`src/sv/dvs_pkg.sv`:
```
// Package for the frame-to-event emulator: payload structs, queue job,
// state enums and fixed field widths. No dependencies.
`default_nettype none

package dvs_pkg;

    localparam int X_W     = 10;
    localparam int Y_W     = 9;
    localparam int VAL_W   = 16;
    localparam int TIME_W  = 48;
    localparam int LVL_W   = 24;
    localparam int CNT_W   = 7;
    localparam int CFG_W   = 24;
    localparam int CIDX_W  = 2;
    localparam int PROD_W  = 72;

    // Register indexes of the configuration port.
    localparam logic [CIDX_W-1:0] CFG_FRAME_WIDTH  = 2'd0;
    localparam logic [CIDX_W-1:0] CFG_FRAME_HEIGHT = 2'd1;
    localparam logic [CIDX_W-1:0] CFG_ON_THRESH    = 2'd2;
    localparam logic [CIDX_W-1:0] CFG_OFF_THRESH   = 2'd3;

    typedef struct packed {
        logic [X_W-1:0]    pixel_x;
        logic [Y_W-1:0]    pixel_y;
        logic [VAL_W-1:0]  pixel_value;
        logic [TIME_W-1:0] frame_time;
    } t_pixel;

    typedef struct packed {
        logic [X_W-1:0]    event_x;
        logic [Y_W-1:0]    event_y;
        logic [TIME_W-1:0] event_time;
        logic              polarity;
        logic              last_of_pixel;
        logic              overflow;
    } t_event;

    // One pixel's worth of event work, passed from front to back.
    typedef struct packed {
        logic [X_W-1:0]    x;
        logic [Y_W-1:0]    y;
        logic              on;
        logic [LVL_W-1:0]  thr;
        logic [LVL_W-1:0]  mag;
        logic [TIME_W-1:0] stamp;
        logic [TIME_W-1:0] dt;
        logic [CNT_W-1:0]  emit;
        logic              overflow;
    } t_job;

    typedef struct packed {
        logic clearing;
        logic busy;
    } t_front_status;

    typedef struct packed {
        logic [LVL_W-1:0] frame_width_thr_unused;
    } t_unused_dummy;

    typedef struct packed {
        logic              mark;
        logic [LVL_W-1:0]  level;
        logic [TIME_W-1:0] stamp;
    } t_entry;

    typedef enum logic [2:0] {
        F_CLEAR, F_IDLE, F_ADDR, F_CLASS, F_DIV, F_PUSH
    } t_front_state;

    typedef enum logic [2:0] {
        B_IDLE, B_MUL_LO, B_MUL_HI, B_SUM, B_DIV, B_EMIT
    } t_back_state;

endpackage

`default_nettype wire

```
`src/sv/dvs_queue.sv`:
```
// Two-entry queue of event jobs between the front and the back.
// Depends on dvs_pkg for t_job.
`default_nettype none

module dvs_queue import dvs_pkg::*; (
    input  wire logic i_clk,
    input  wire logic i_rst_n,
    input  wire logic i_push,
    input  wire t_job i_job,
    output logic      o_not_full,
    input  wire logic i_pop,
    output logic      o_not_empty,
    output t_job      o_job
);

    t_job       r_slot [2];
    logic       r_wp;
    logic       r_rp;
    logic [1:0] r_cnt;

    // Pointers and fill level.
    always_ff @(posedge i_clk) begin
        if (!i_rst_n) begin
            r_wp  <= 1'b0;
            r_rp  <= 1'b0;
            r_cnt <= '0;
        end else begin
            if (i_push) begin
                r_wp <= ~r_wp;
            end
            if (i_pop) begin
                r_rp <= ~r_rp;
            end
            r_cnt <= r_cnt + 2'(i_push) - 2'(i_pop);
        end
    end

    // Storage.
    always_ff @(posedge i_clk) begin
        if (i_push) begin
            r_slot[r_wp] <= i_job;
        end
    end

    assign o_not_full  = r_cnt != 2'd2;
    assign o_not_empty = r_cnt != 2'd0;
    assign o_job       = r_slot[r_rp];

endmodule

`default_nettype wire

```
`config.mk`:
```
export PLATFORM = sky130hd
export DESIGN_NAME = dvs_queue
export DESIGN_NICKNAME = d
export VERILOG_FILES = /design/src/sv/dvs_pkg.sv /design/src/sv/dvs_queue.sv
export SDC_FILE = /design/constraint.sdc
export NUM_CORES = 1
export LEC_CHECK = 0
export BUFFER_PORTS_ARGS = -buffer_cell sky130_fd_sc_hd__clkbuf_2
export CORE_MARGIN = 2
export CORE_UTILIZATION = 50
export CTS_BUF_LIST = sky130_fd_sc_hd__clkbuf_4 sky130_fd_sc_hd__clkbuf_8 sky130_fd_sc_hd__clkbuf_16
export DETAILED_ROUTE_END_ITERATION = 10
export GPL_TIMING_DRIVEN = 0
export PLACE_DENSITY = 0.78
export SLEW_MARGIN = 10
export SYNTH_ARGS = -nofsm -noshare
export SYNTH_HDL_FRONTEND = slang
export SYNTH_SLANG_ARGS = --single-unit
```
`constraint.sdc`:
```
create_clock -name i_clk -period 15 [get_ports i_clk]
set_input_delay 0 -clock i_clk [delete_from_list [all_inputs] [get_ports i_clk]]
set_output_delay 0 -clock i_clk [all_outputs]
set_load 0.01 [all_outputs]
```
==> impl_metrics.toml <==
[power_and_ir_drop]
seqPwrFrac = 0.503
swShare = 0.219
p_per_area_nw_per_um2 = 125
ir_drop_mv = 0.138
p_leak_nw = 7.24
power_frac_comb = 0.132
p_int_mw = 1.77
p_switching_mw = 0.498
power_frac_clock = 0.366

[worst_setup_path]
required_ns = 15.20
critPathBufInv = 5
cp_common_cell = "buf_16"
timing.critical_path.max_delay_family = "buffers and inverters"
end_kind = "register"
slowest_stage = "nor2b_4"
path_cells = "nor2b_4, buf_12, buf_12, buf_16, buf_16, buf_16"
cp_slowest_stage_delay_ns = 0.43
critical_path.startpoint_type = "register"
arrival_ns = 2.38
criticalPathCategory = "reg -> reg"
critPathMaxFanout = 28

[routing]
route.antenna.remaining_nets = 0
vias = 7428
drt_iter0_drc = 519
drt-total-wl_mm = 29.5
drcViolationCount = 0
dr.pass1.iters = 6
wl_per_cell_um = 19.8
vias_per_cell = 5.00

[grt]
grt_first_pass_wirelength_mm = 43.0
antenna_found_initial = 2
grt_pass1_vias = 7837
grt_max_degree = 59
grt.overflow.total = 0
track_usage = 0.211

[cells_and_area]
filler_cell_count = 1472
drive_above_1_share = 0.526
final_cells = 1485
nets = 1307
area_growth_pct = 40.8

[placement]
gp_congestion = 0.726
place_inst = 1245
port_buffers = 349
hpwl_mm = 17.5

[synthesis]
yosysWarnings = 0
seq_area_frac_synth = 0.805
synth_flop_cell = "edfxtp_1"
synthTopCellsByArea = "edfxtp_1 (80%), mux2_4 (9.3%), mux2_2 (8.0%)"
syn_area_per_cell_um2 = 23.3
ys_async_sr_fraction = 0
yosys.cell_count.top_type = "edfxtp_1"
syn_area_um2 = 12900
synth_edf_count = 344
synth_cell_types = 15
syn_inst = 556
synth_fp_nets = 734
synth_common_cells = "edfxtp_1 (344), mux2_2 (92), mux2_4 (80), buf_6 (10), buf_2 (9)"
yosysTopAreaCellShare = 0.798
ys_ff_latch = 349
yosys.area.top_type = "edfxtp_1"

[run]
maxCapViolations = 0

[cts]
postCtsSetupBuffers = 0
cts_resized = 0
clk_pin_slew_worst_paths_ns = 0.06
htreeDepth = 2
cts_buffer_depth = 3
tritoncts = "yes"
cts_buffers = 36
cts.sinks = 349
cts-root-buf = "clkbuf_16"
insertion_delay_ns = 0.50

[timing]
hold_viol_final = 0
fin_crit_ns = 2.18
slew_headroom = 0.667
fin_setup_tns_ns = 0
rsz0062_at_grt = "no"
slew_violations = 0
fmax_mhz = 459
final.period_utilization = 0.145
setup_viol = 0
tightest_slew_ns = 0.498
skew_ns = 0.0104

[die]
io_pins = 350
initial_core_util = 0.511
coreArea_um2 = 25300
die_area_um2 = 27200
row_count = 58
die_y_um = 165
fp.dieW_um = 165

[hold_path]
hp-class = "in -> reg"

[outcome]
outcome = "completed"
==> path summary, 6_finish.rpt <==
kind	slack, ns	from	cells past startpoint	to
setup / recovery	12.82	r_wp$_SDFFE_PN0P_	6	r_slot[0][163]$_DFFE_PP_
hold / removal	0.23	i_job[10]	2	r_slot[1][10]$_DFFE_PP_
setup reg to reg	12.82	r_wp$_SDFFE_PN0P_	6	r_slot[0][163]$_DFFE_PP_
hold reg to reg	0.59	r_rp$_SDFFE_PN0P_	2	r_rp$_SDFFE_PN0P_
==> stage by stage <==
step / utilization / setup slack [ns] / hold WS [ns] / power [mW] / instance area [um^2]
finish: 0.720 / 12.82 / 0.226 / 2.27 / 18200
global route: 0.720 / 12.72 / 0.220 / 2.35 / 18200
CTS: 0.720 / 12.81 / 0.194 / 2.28 / 18200
detailed placement: 0.606 / 12.83 / 0.192 / 1.42 / 15400
global placement: 0.597 / 2.05 / 0.188 / 1.42 / 15100
floorplan: - / 6.39 / 0.0989 / 1.31 / 12900
==> cell families (layout without fill, tap and decap cells) <==
family | Yosys count | count (layout) | share of synthesized area
buffers and inverters | 21 | 618 | 0.0128
adder cells (fa/ha/maj) | 2 | 2 | 0.00193
multiplexers | 172 | 172 | 0.173
AND/OR/NAND/NOR | 9 | 9 | 0.00415
flip-flops | 349 | 349 | 0.805
AO/OA/AOI/OAI | 1 | 1 | 0.000580
other | 0 | 2 | 0
XOR/XNOR | 2 | 2 | 0.00242
==> final cells by class <==
class	count	area (um^2)	area share
clock inverters	12	60.1	0.00329
diodes	2	5.00	0.000274
plain buffers	19	158	0.00865
multi-input cells	186	2360	0.130
well taps	330	413	0.0226
inverters	2	7.51	0.000412
repair buffers	535	3750	0.205
flip-flops and latches	349	10400	0.572
clock buffers	50	1050	0.0575
==> layer usage <==
metal	share of wire	global-route usage	vias to the layer above
li1	-	-	3369
met1	0.36	0.240	3663
met2	0.54	0.392	340
met3	0.082	0.0517	56
met4	0.022	0.0617	0
met5	0	0	-
==> power by group through the flow <==
stage	logic [mW]	registers [mW]	clock network, mW
2_1_floorplan	0.144	1.17	0
3_3_place_gp	0.242	1.18	0
3_5_place_dp	0.256	1.16	0
4_1_cts	0.296	1.14	0.846
5_1_grt	0.319	1.14	0.888
6_report	0.299	1.14	0.831
==> registers in the layout, indices dropped and copies added, names as in the netlist, named ones only <==
| signal | cells |
|---|---|
| r_slot | 344 |
| r_cnt | 2 |
| r_wp | 1 |
| r_rp | 1 |
==> cell usage in the layout, fill, tap and decap left out, types with 3 or more instances in the layout <==
master / n
and2_1: 3
mux2_4: 80
clkbuf_4: 9
dlygate4sd3_1: 176
buf_2: 9
buf_12: 5
buf_16: 5
clkbuf_8: 4
edfxtp_1: 344
clkbuf_2: 349
clkbuf_16: 37
mux2_2: 92
dfxtp_1: 5
buf_6: 10
clkinv_1: 8
==> what timing repair did <==
item / CTS / global route
endpoints found under the setup margin: 0 / 0
endpoints found under the hold margin: 360 / 0
hold buffers: 176 / 0
(Power assumes the default switching activity.)
