[config.mk]
export PLATFORM = sky130hd
export DESIGN_NAME = dvs_back
export DESIGN_NICKNAME = d
export VERILOG_FILES = /design/src/sv/dvs_pkg.sv /design/src/sv/dvs_div.sv /design/src/sv/dvs_back.sv
export SDC_FILE = /design/constraint.sdc
export NUM_CORES = 2
export LEC_CHECK = 0
export BUFFER_PORTS_ARGS = -buffer_cell sky130_fd_sc_hd__buf_2
export CAP_MARGIN = 20
export CORE_UTILIZATION = 56
export CTS_BUF_LIST = sky130_fd_sc_hd__clkbuf_2 sky130_fd_sc_hd__clkbuf_4 sky130_fd_sc_hd__clkbuf_8
export DETAILED_ROUTE_END_ITERATION = 6
export PLACE_DENSITY = 0.84
export SYNTH_ARGS = -nofsm -noshare
export SYNTH_HDL_FRONTEND = slang
export SYNTH_SLANG_ARGS = --single-unit
[constraint.sdc]
create_clock -name i_clk -period 19.5 [get_ports i_clk]
set_input_delay 0.975 -clock i_clk [delete_from_list [all_inputs] [get_ports i_clk]]
set_output_delay 0.975 -clock i_clk [all_outputs]
set_load 0.01 [all_outputs]
[src/sv/dvs_pkg.sv]
// Package for the frame-to-event emulator: payload structs, queue job,
// state enums and fixed field widths. No dependencies.
`default_nettype none

package dvs_pkg;

    localparam int X_W     = 10;
    localparam int Y_W     = 9;
    localparam int VAL_W   = 16;
    localparam int TIME_W  = 48;
    localparam int LVL_W   = 24;
    localparam int CNT_W   = 7;
    localparam int CFG_W   = 24;
    localparam int CIDX_W  = 2;
    localparam int PROD_W  = 72;

    // Register indexes of the configuration port.
    localparam logic [CIDX_W-1:0] CFG_FRAME_WIDTH  = 2'd0;
    localparam logic [CIDX_W-1:0] CFG_FRAME_HEIGHT = 2'd1;
    localparam logic [CIDX_W-1:0] CFG_ON_THRESH    = 2'd2;
    localparam logic [CIDX_W-1:0] CFG_OFF_THRESH   = 2'd3;

    typedef struct packed {
        logic [X_W-1:0]    pixel_x;
        logic [Y_W-1:0]    pixel_y;
        logic [VAL_W-1:0]  pixel_value;
        logic [TIME_W-1:0] frame_time;
    } t_pixel;

    typedef struct packed {
        logic [X_W-1:0]    event_x;
        logic [Y_W-1:0]    event_y;
        logic [TIME_W-1:0] event_time;
        logic              polarity;
        logic              last_of_pixel;
        logic              overflow;
    } t_event;

    // One pixel's worth of event work, passed from front to back.
    typedef struct packed {
        logic [X_W-1:0]    x;
        logic [Y_W-1:0]    y;
        logic              on;
        logic [LVL_W-1:0]  thr;
        logic [LVL_W-1:0]  mag;
        logic [TIME_W-1:0] stamp;
        logic [TIME_W-1:0] dt;
        logic [CNT_W-1:0]  emit;
        logic              overflow;
    } t_job;

    typedef struct packed {
        logic clearing;
        logic busy;
    } t_front_status;

    typedef struct packed {
        logic [LVL_W-1:0] frame_width_thr_unused;
    } t_unused_dummy;

    typedef struct packed {
        logic              mark;
        logic [LVL_W-1:0]  level;
        logic [TIME_W-1:0] stamp;
    } t_entry;

    typedef enum logic [2:0] {
        F_CLEAR, F_IDLE, F_ADDR, F_CLASS, F_DIV, F_PUSH
    } t_front_state;

    typedef enum logic [2:0] {
        B_IDLE, B_MUL_LO, B_MUL_HI, B_SUM, B_DIV, B_EMIT
    } t_back_state;

endpackage

`default_nettype wire

[src/sv/dvs_div.sv]
// Restoring divider, one quotient bit per cycle, 24-bit divisor.
// Depends on dvs_pkg for the divisor width.
`default_nettype none

module dvs_div import dvs_pkg::*; #(
    parameter int NUM_W = 24
) (
    input  wire logic             i_clk,
    input  wire logic             i_rst_n,
    input  wire logic             i_start,
    input  wire logic [NUM_W-1:0] i_num,
    input  wire logic [LVL_W-1:0] i_den,
    output logic                  o_done,
    output logic [NUM_W-1:0]      o_quo,
    output logic [LVL_W-1:0]      o_rem
);

    localparam int CW = $clog2(NUM_W + 1);

    logic             r_busy;
    logic             r_done;
    logic [CW-1:0]    r_cnt;
    logic [NUM_W-1:0] r_num;
    logic [LVL_W-1:0] r_rem;
    logic [LVL_W-1:0] r_den;
    logic [LVL_W:0]   trial;
    logic             fits;

    // Bring down the next numerator bit and try the subtraction.
    assign trial = {r_rem, r_num[NUM_W-1]};
    assign fits  = trial >= {1'b0, r_den};

    // Control state.
    always_ff @(posedge i_clk) begin
        if (!i_rst_n) begin
            r_busy <= 1'b0;
            r_done <= 1'b0;
            r_cnt  <= '0;
        end else begin
            r_done <= 1'b0;
            if (i_start) begin
                r_busy <= 1'b1;
                r_cnt  <= CW'(NUM_W);
            end else if (r_busy) begin
                r_cnt <= r_cnt - 1'b1;
                if (r_cnt == CW'(1)) begin
                    r_busy <= 1'b0;
                    r_done <= 1'b1;
                end
            end
        end
    end

    // Datapath: the quotient shifts in where the numerator shifts out.
    always_ff @(posedge i_clk) begin
        if (i_start) begin
            r_num <= i_num;
            r_rem <= '0;
            r_den <= i_den;
        end else if (r_busy) begin
            r_num <= {r_num[NUM_W-2:0], fits};
            r_rem <= fits ? LVL_W'(trial - {1'b0, r_den}) : trial[LVL_W-1:0];
        end
    end

    assign o_done = r_done;
    assign o_quo  = r_num;
    assign o_rem  = r_rem;

endmodule

`default_nettype wire

[src/sv/dvs_back.sv]
// Back part: turns one queued job into its events with interpolated times
// and drives the output register. Depends on dvs_pkg and dvs_div.
`default_nettype none

module dvs_back import dvs_pkg::*; (
    input  wire logic i_clk,
    input  wire logic i_rst_n,
    input  wire logic i_not_empty,
    input  wire t_job i_job,
    output logic      o_pop,
    output logic      o_evt_valid,
    input  wire logic i_evt_ready,
    output t_event    o_event
);

    t_back_state        r_state, n_state;
    t_job               r_job;
    logic [2*LVL_W-1:0] r_plo;
    logic [2*LVL_W-1:0] r_phi;
    logic [TIME_W-1:0]  r_qs;
    logic [LVL_W-1:0]   r_rs;
    logic [TIME_W-1:0]  r_t;
    logic [LVL_W-1:0]   r_r;
    logic [CNT_W-1:0]   r_i;
    logic               r_ovalid;
    t_event             r_out;

    logic               div_start;
    logic               div_done;
    logic [PROD_W-1:0]  div_quo;
    logic [LVL_W-1:0]   div_rem;
    logic [PROD_W-1:0]  prod;
    logic               load;
    logic [LVL_W:0]     r_sum;
    logic               wrap;
    logic [TIME_W-1:0]  t_next;
    logic [LVL_W-1:0]   r_next;

    // thr*dt assembled from two registered 24x24 partial products.
    assign prod = {r_phi, {LVL_W{1'b0}}} + PROD_W'(r_plo);

    // thr*dt / mag gives the per-event time step as quotient and remainder.
    dvs_div #(.NUM_W(PROD_W)) u_div (
        .i_clk   (i_clk),
        .i_rst_n (i_rst_n),
        .i_start (div_start),
        .i_num   (prod),
        .i_den   (r_job.mag),
        .o_done  (div_done),
        .o_quo   (div_quo),
        .o_rem   (div_rem)
    );

    // Running floor((i+1)*thr*dt/mag): add the step, carry the remainder.
    assign r_sum  = {1'b0, r_r} + {1'b0, r_rs};
    assign wrap   = r_sum >= {1'b0, r_job.mag};
    assign r_next = wrap ? LVL_W'(r_sum - {1'b0, r_job.mag}) : r_sum[LVL_W-1:0];
    assign t_next = r_t + r_qs + TIME_W'(wrap);

    // Output register takes a new event when empty or being drained.
    assign load = (r_state == B_EMIT) && (!r_ovalid || i_evt_ready);

    // State and output valid.
    always_ff @(posedge i_clk) begin
        if (!i_rst_n) begin
            r_state  <= B_IDLE;
            r_ovalid <= 1'b0;
        end else begin
            r_state <= n_state;
            if (load) begin
                r_ovalid <= 1'b1;
            end else if (i_evt_ready) begin
                r_ovalid <= 1'b0;
            end
        end
    end

    // Datapath registers.
    always_ff @(posedge i_clk) begin
        if (o_pop) begin
            r_job <= i_job;
        end
        if (r_state == B_MUL_LO) begin
            r_plo <= r_job.thr * r_job.dt[LVL_W-1:0];
        end
        if (r_state == B_MUL_HI) begin
            r_phi <= r_job.thr * r_job.dt[TIME_W-1:LVL_W];
        end
        if (r_state == B_DIV && div_done) begin
            r_qs <= div_quo[TIME_W-1:0];
            r_rs <= div_rem;
            r_t  <= '0;
            r_r  <= '0;
            r_i  <= '0;
        end
        if (load) begin
            r_t <= t_next;
            r_r <= r_next;
            r_i <= r_i + 1'b1;
            r_out.event_x       <= r_job.x;
            r_out.event_y       <= r_job.y;
            r_out.event_time    <= r_job.stamp + t_next;
            r_out.polarity      <= r_job.on;
            r_out.last_of_pixel <= (r_i + 1'b1) == r_job.emit;
            r_out.overflow      <= r_job.overflow;
        end
    end

    // Next state.
    always_comb begin
        n_state   = r_state;
        o_pop     = 1'b0;
        div_start = 1'b0;
        case (r_state)
            B_IDLE: begin
                if (i_not_empty) begin
                    o_pop   = 1'b1;
                    n_state = B_MUL_LO;
                end
            end
            B_MUL_LO: n_state = B_MUL_HI;
            B_MUL_HI: n_state = B_SUM;
            B_SUM: begin
                div_start = 1'b1;
                n_state   = B_DIV;
            end
            B_DIV: begin
                if (div_done) begin
                    n_state = B_EMIT;
                end
            end
            B_EMIT: begin
                if (load && (r_i + 1'b1) == r_job.emit) begin
                    n_state = B_IDLE;
                end
            end
            default: n_state = B_IDLE;
        endcase
    end

    assign o_evt_valid = r_ovalid;
    assign o_event     = r_out;

endmodule

`default_nettype wire

==> flow_metrics.env <==
export IMPL_grt_pass1_wl_um=269000
export IMPL_fin_skew_ps=107
export IMPL_portBuffers=247
export IMPL_syn_area_per_cell_um2=10.1
export IMPL_max_slew_worst_pin_slew_ps=1260
export IMPL_grt_use_total=0.279
export IMPL_final_cells=8564
export IMPL_timing_rr_end="o_event[44]"
export IMPL_syn_to_final_growth_pct=7.58
export IMPL_grt_max_degree=74
export IMPL_r2r_slack_ps=9340
export IMPL_place_congestion=0.909
export IMPL_hold_start="i_job[137]"
export IMPL_cts_tree="built"
export IMPL_nets=8542
export IMPL_async_reset_ff_frac=0
export IMPL_ys_warn_count=0
export IMPL_cp_arrival_ps=10750
export IMPL_outcome="finished clean"
export IMPL_setup_tns_ps=0
export IMPL_vias_per_cell=5.72
export IMPL_coreArea_um2=120000
export IMPL_slowest_delay_ps=500
export IMPL_wl_per_cell_um=19.5
export IMPL_cts_made_buffers=110
export IMPL_drt_iter0_markers=4275
export IMPL_rows=127
export IMPL_start_util=0.564
export IMPL_synth_edff_count=585
export IMPL_synthSimpleGateAreaFrac=0.136
export IMPL_slew_viol_final=0
export IMPL_cts_max_level=3
export IMPL_crit_end="o_event[44]"
export IMPL_first_pass_iters=6
export IMPL_cts_setup_buffers=0
export IMPL_synth_top_area_cell="fa_1"
export IMPL_drc=0
export IMPL_num_vias=49000
export IMPL_synth_seq_area_share=0.271
export IMPL_synth_top_family_by_area="adder cells"
export IMPL_hold_violations=0
export IMPL_die_width_um=350
export IMPL_antenna_found_initial=6
export IMPL_crit_type="reg -> reg"
export IMPL_synth_fa_ha_area_frac=0.387
export IMPL_synth_most_common_cell="inv_1"
export IMPL_cts_root_buf="clkbuf_8"
export IMPL_clk_path_buf_depth=3
export IMPL_worstPathMaxFanout=26
export IMPL_hold_buffers=0
export IMPL_die_area_um2=122000
export IMPL_drtAntennaViolNets=0
export IMPL_hold_class="in -> reg"
export IMPL_utilization=0.607
export IMPL_ys_flop_type="edfxtp_1"
export IMPL_die_y_um=350
export IMPL_ioPinCount=248
export IMPL_drive_above_1_share=0.0798
export IMPL_setup_viol=0
export IMPL_cts_sinks=622
export IMPL_rsz0062_at_grt="false"
export IMPL_cap_violations=0
export IMPL_max_freq_ghz=0.0984
export IMPL_synthMuxAreaShare=0.00266
export IMPL_placed_cells=8354
export IMPL_synth_cells=6722
export IMPL_ff2ff_path_depth=43
export IMPL_fin_crit_sh=0.521
export IMPL_clock_latency_ps=860
export IMPL_synthXorXnorAreaFrac=0.0372
export IMPL_syn_cell_area_um2=67600
export IMPL_min_period_ps=10160
export IMPL_synthTopCellsByArea="fa_1 29%, edfxtp_1 26%, ha_1 10%"
export IMPL_yosys_area_top_type_share=0.287
export IMPL_startpoint="r_rs[0]"
export IMPL_max_slew_margin_rel=0.163
export IMPL_crit_required_ps=20090
export IMPL_hpwl_um=123000
export IMPL_synth_distinct_cells=89
export IMPL_cpMaxStageDelayCell="fa_1"
export IMPL_grt_pass1_vias=51800
export IMPL_path_clk_slew_ps=80
export IMPL_synth_nets=8409
export IMPL_crit_path_end_kind="flip-flop"
export IMPL_routed_wirelength_um=167000
export IMPL_netlist_top_cells_count="1090 x inv_1, 1037 x nand2_1, 971 x fa_1"
export IMPL_cts_resized=0
export IMPL_cp_start_kind="flip-flop"
export IMPL_synth_compound_area_frac=0.0886
export IMPL_synth_seq_cells=622
export IMPL_overflow=0
export IMPL_reg2reg_from="r_rs[0]"
==> flip-flops by register name, indices dropped and copies added, names as in the netlist, 3 cells and up <==
| register | cells |
|---|---|
| r_i | 7 |
| r_state | 3 |
| u_div.o_quo | 72 |
| u_div.o_rem | 24 |
| r_job | 172 |
| u_div.r_den | 24 |
| r_t | 48 |
| r_plo | 48 |
| r_rs | 24 |
| r_phi | 48 |
| o_event | 70 |
| u_div.r_cnt | 7 |
| r_r | 24 |
| r_qs | 48 |
==> per-layer routing <==
layer / routed length [µm] / track usage
met4: 6550 / 0.106
met3: 16300 / 0.0566
met1: 66600 / 0.369
met5: 0 / 0
met2: 77200 / 0.453
==> worst min-delay path by stage <==
| stage | endpoint | slack [ps] | cells after the start |
|---|---|---|---|
| floorplan | o_event[0] | 400 | 0 |
| CTS | r_job[136] | 220 | 1 |
| finish | r_job[137] | 280 | 1 |
| global placement | o_event[59] | 400 | 0 |
| detailed placement | o_event[62] | 400 | 0 |
| global route | r_job[136] | 230 | 1 |
==> cells in the final DEF (no fill, tap or decap), drive strengths merged, types with 48 or more instances in the layout <==
cell type  instances
nor2             200
o21ai            178
nand2           1037
buf              326
clkbuf           133
xor2             108
clkinv            48
nand3             75
xnor2            179
edfxtp           585
inv             1094
ha               540
fa               971
a21oi            266
a21o             168
and2             441
==> final cells by class <==
type | instances | area (µm²)
tap | 1612 | 2020
timing repair buffer | 326 | 1840
clock inverter | 70 | 679
sequential | 622 | 18300
fill | 9589 | 47100
inverter | 1090 | 4090
multi-input combinational | 4705 | 44100
antenna | 6 | 15.0
clock buffer | 133 | 1690
==> cell families (layout without fill, tap and decap cells) <==
kind of cell	Yosys count	in the layout
XOR/XNOR	287	287
adder cells (fa/ha/maj)	1511	1511
AND/OR/NAND/NOR	1975	1975
buffers and inverters	1395	1619
AO/OA/AOI/OAI	914	914
flip-flops	622	622
multiplexers	18	18
other	0	6
==> worst max-delay path, delay by kind of cell (launching register included) <==
family	cells	cell delay, ps
flops	1	370
fa+ha+maj	6	2050
simple gates	5	740
xor+xnor	3	410
buf+inv	3	710
compound gates	26	5630
==> through the flow <==
stage | instance area, µm² | worst slack [ps] | hold slack, ps
after global placement | 70300 | 9340 | 403
after CTS | 72700 | 9320 | 224
after floorplan | 67600 | 8090 | 400
after global routing | 72800 | 8530 | 233
after detailed placement | 70400 | 9330 | 405
final | 72800 | 9340 | 281
Power is not shown: default switching activity piles up to over one toggle a cycle in this logic, so the estimate is an artifact.
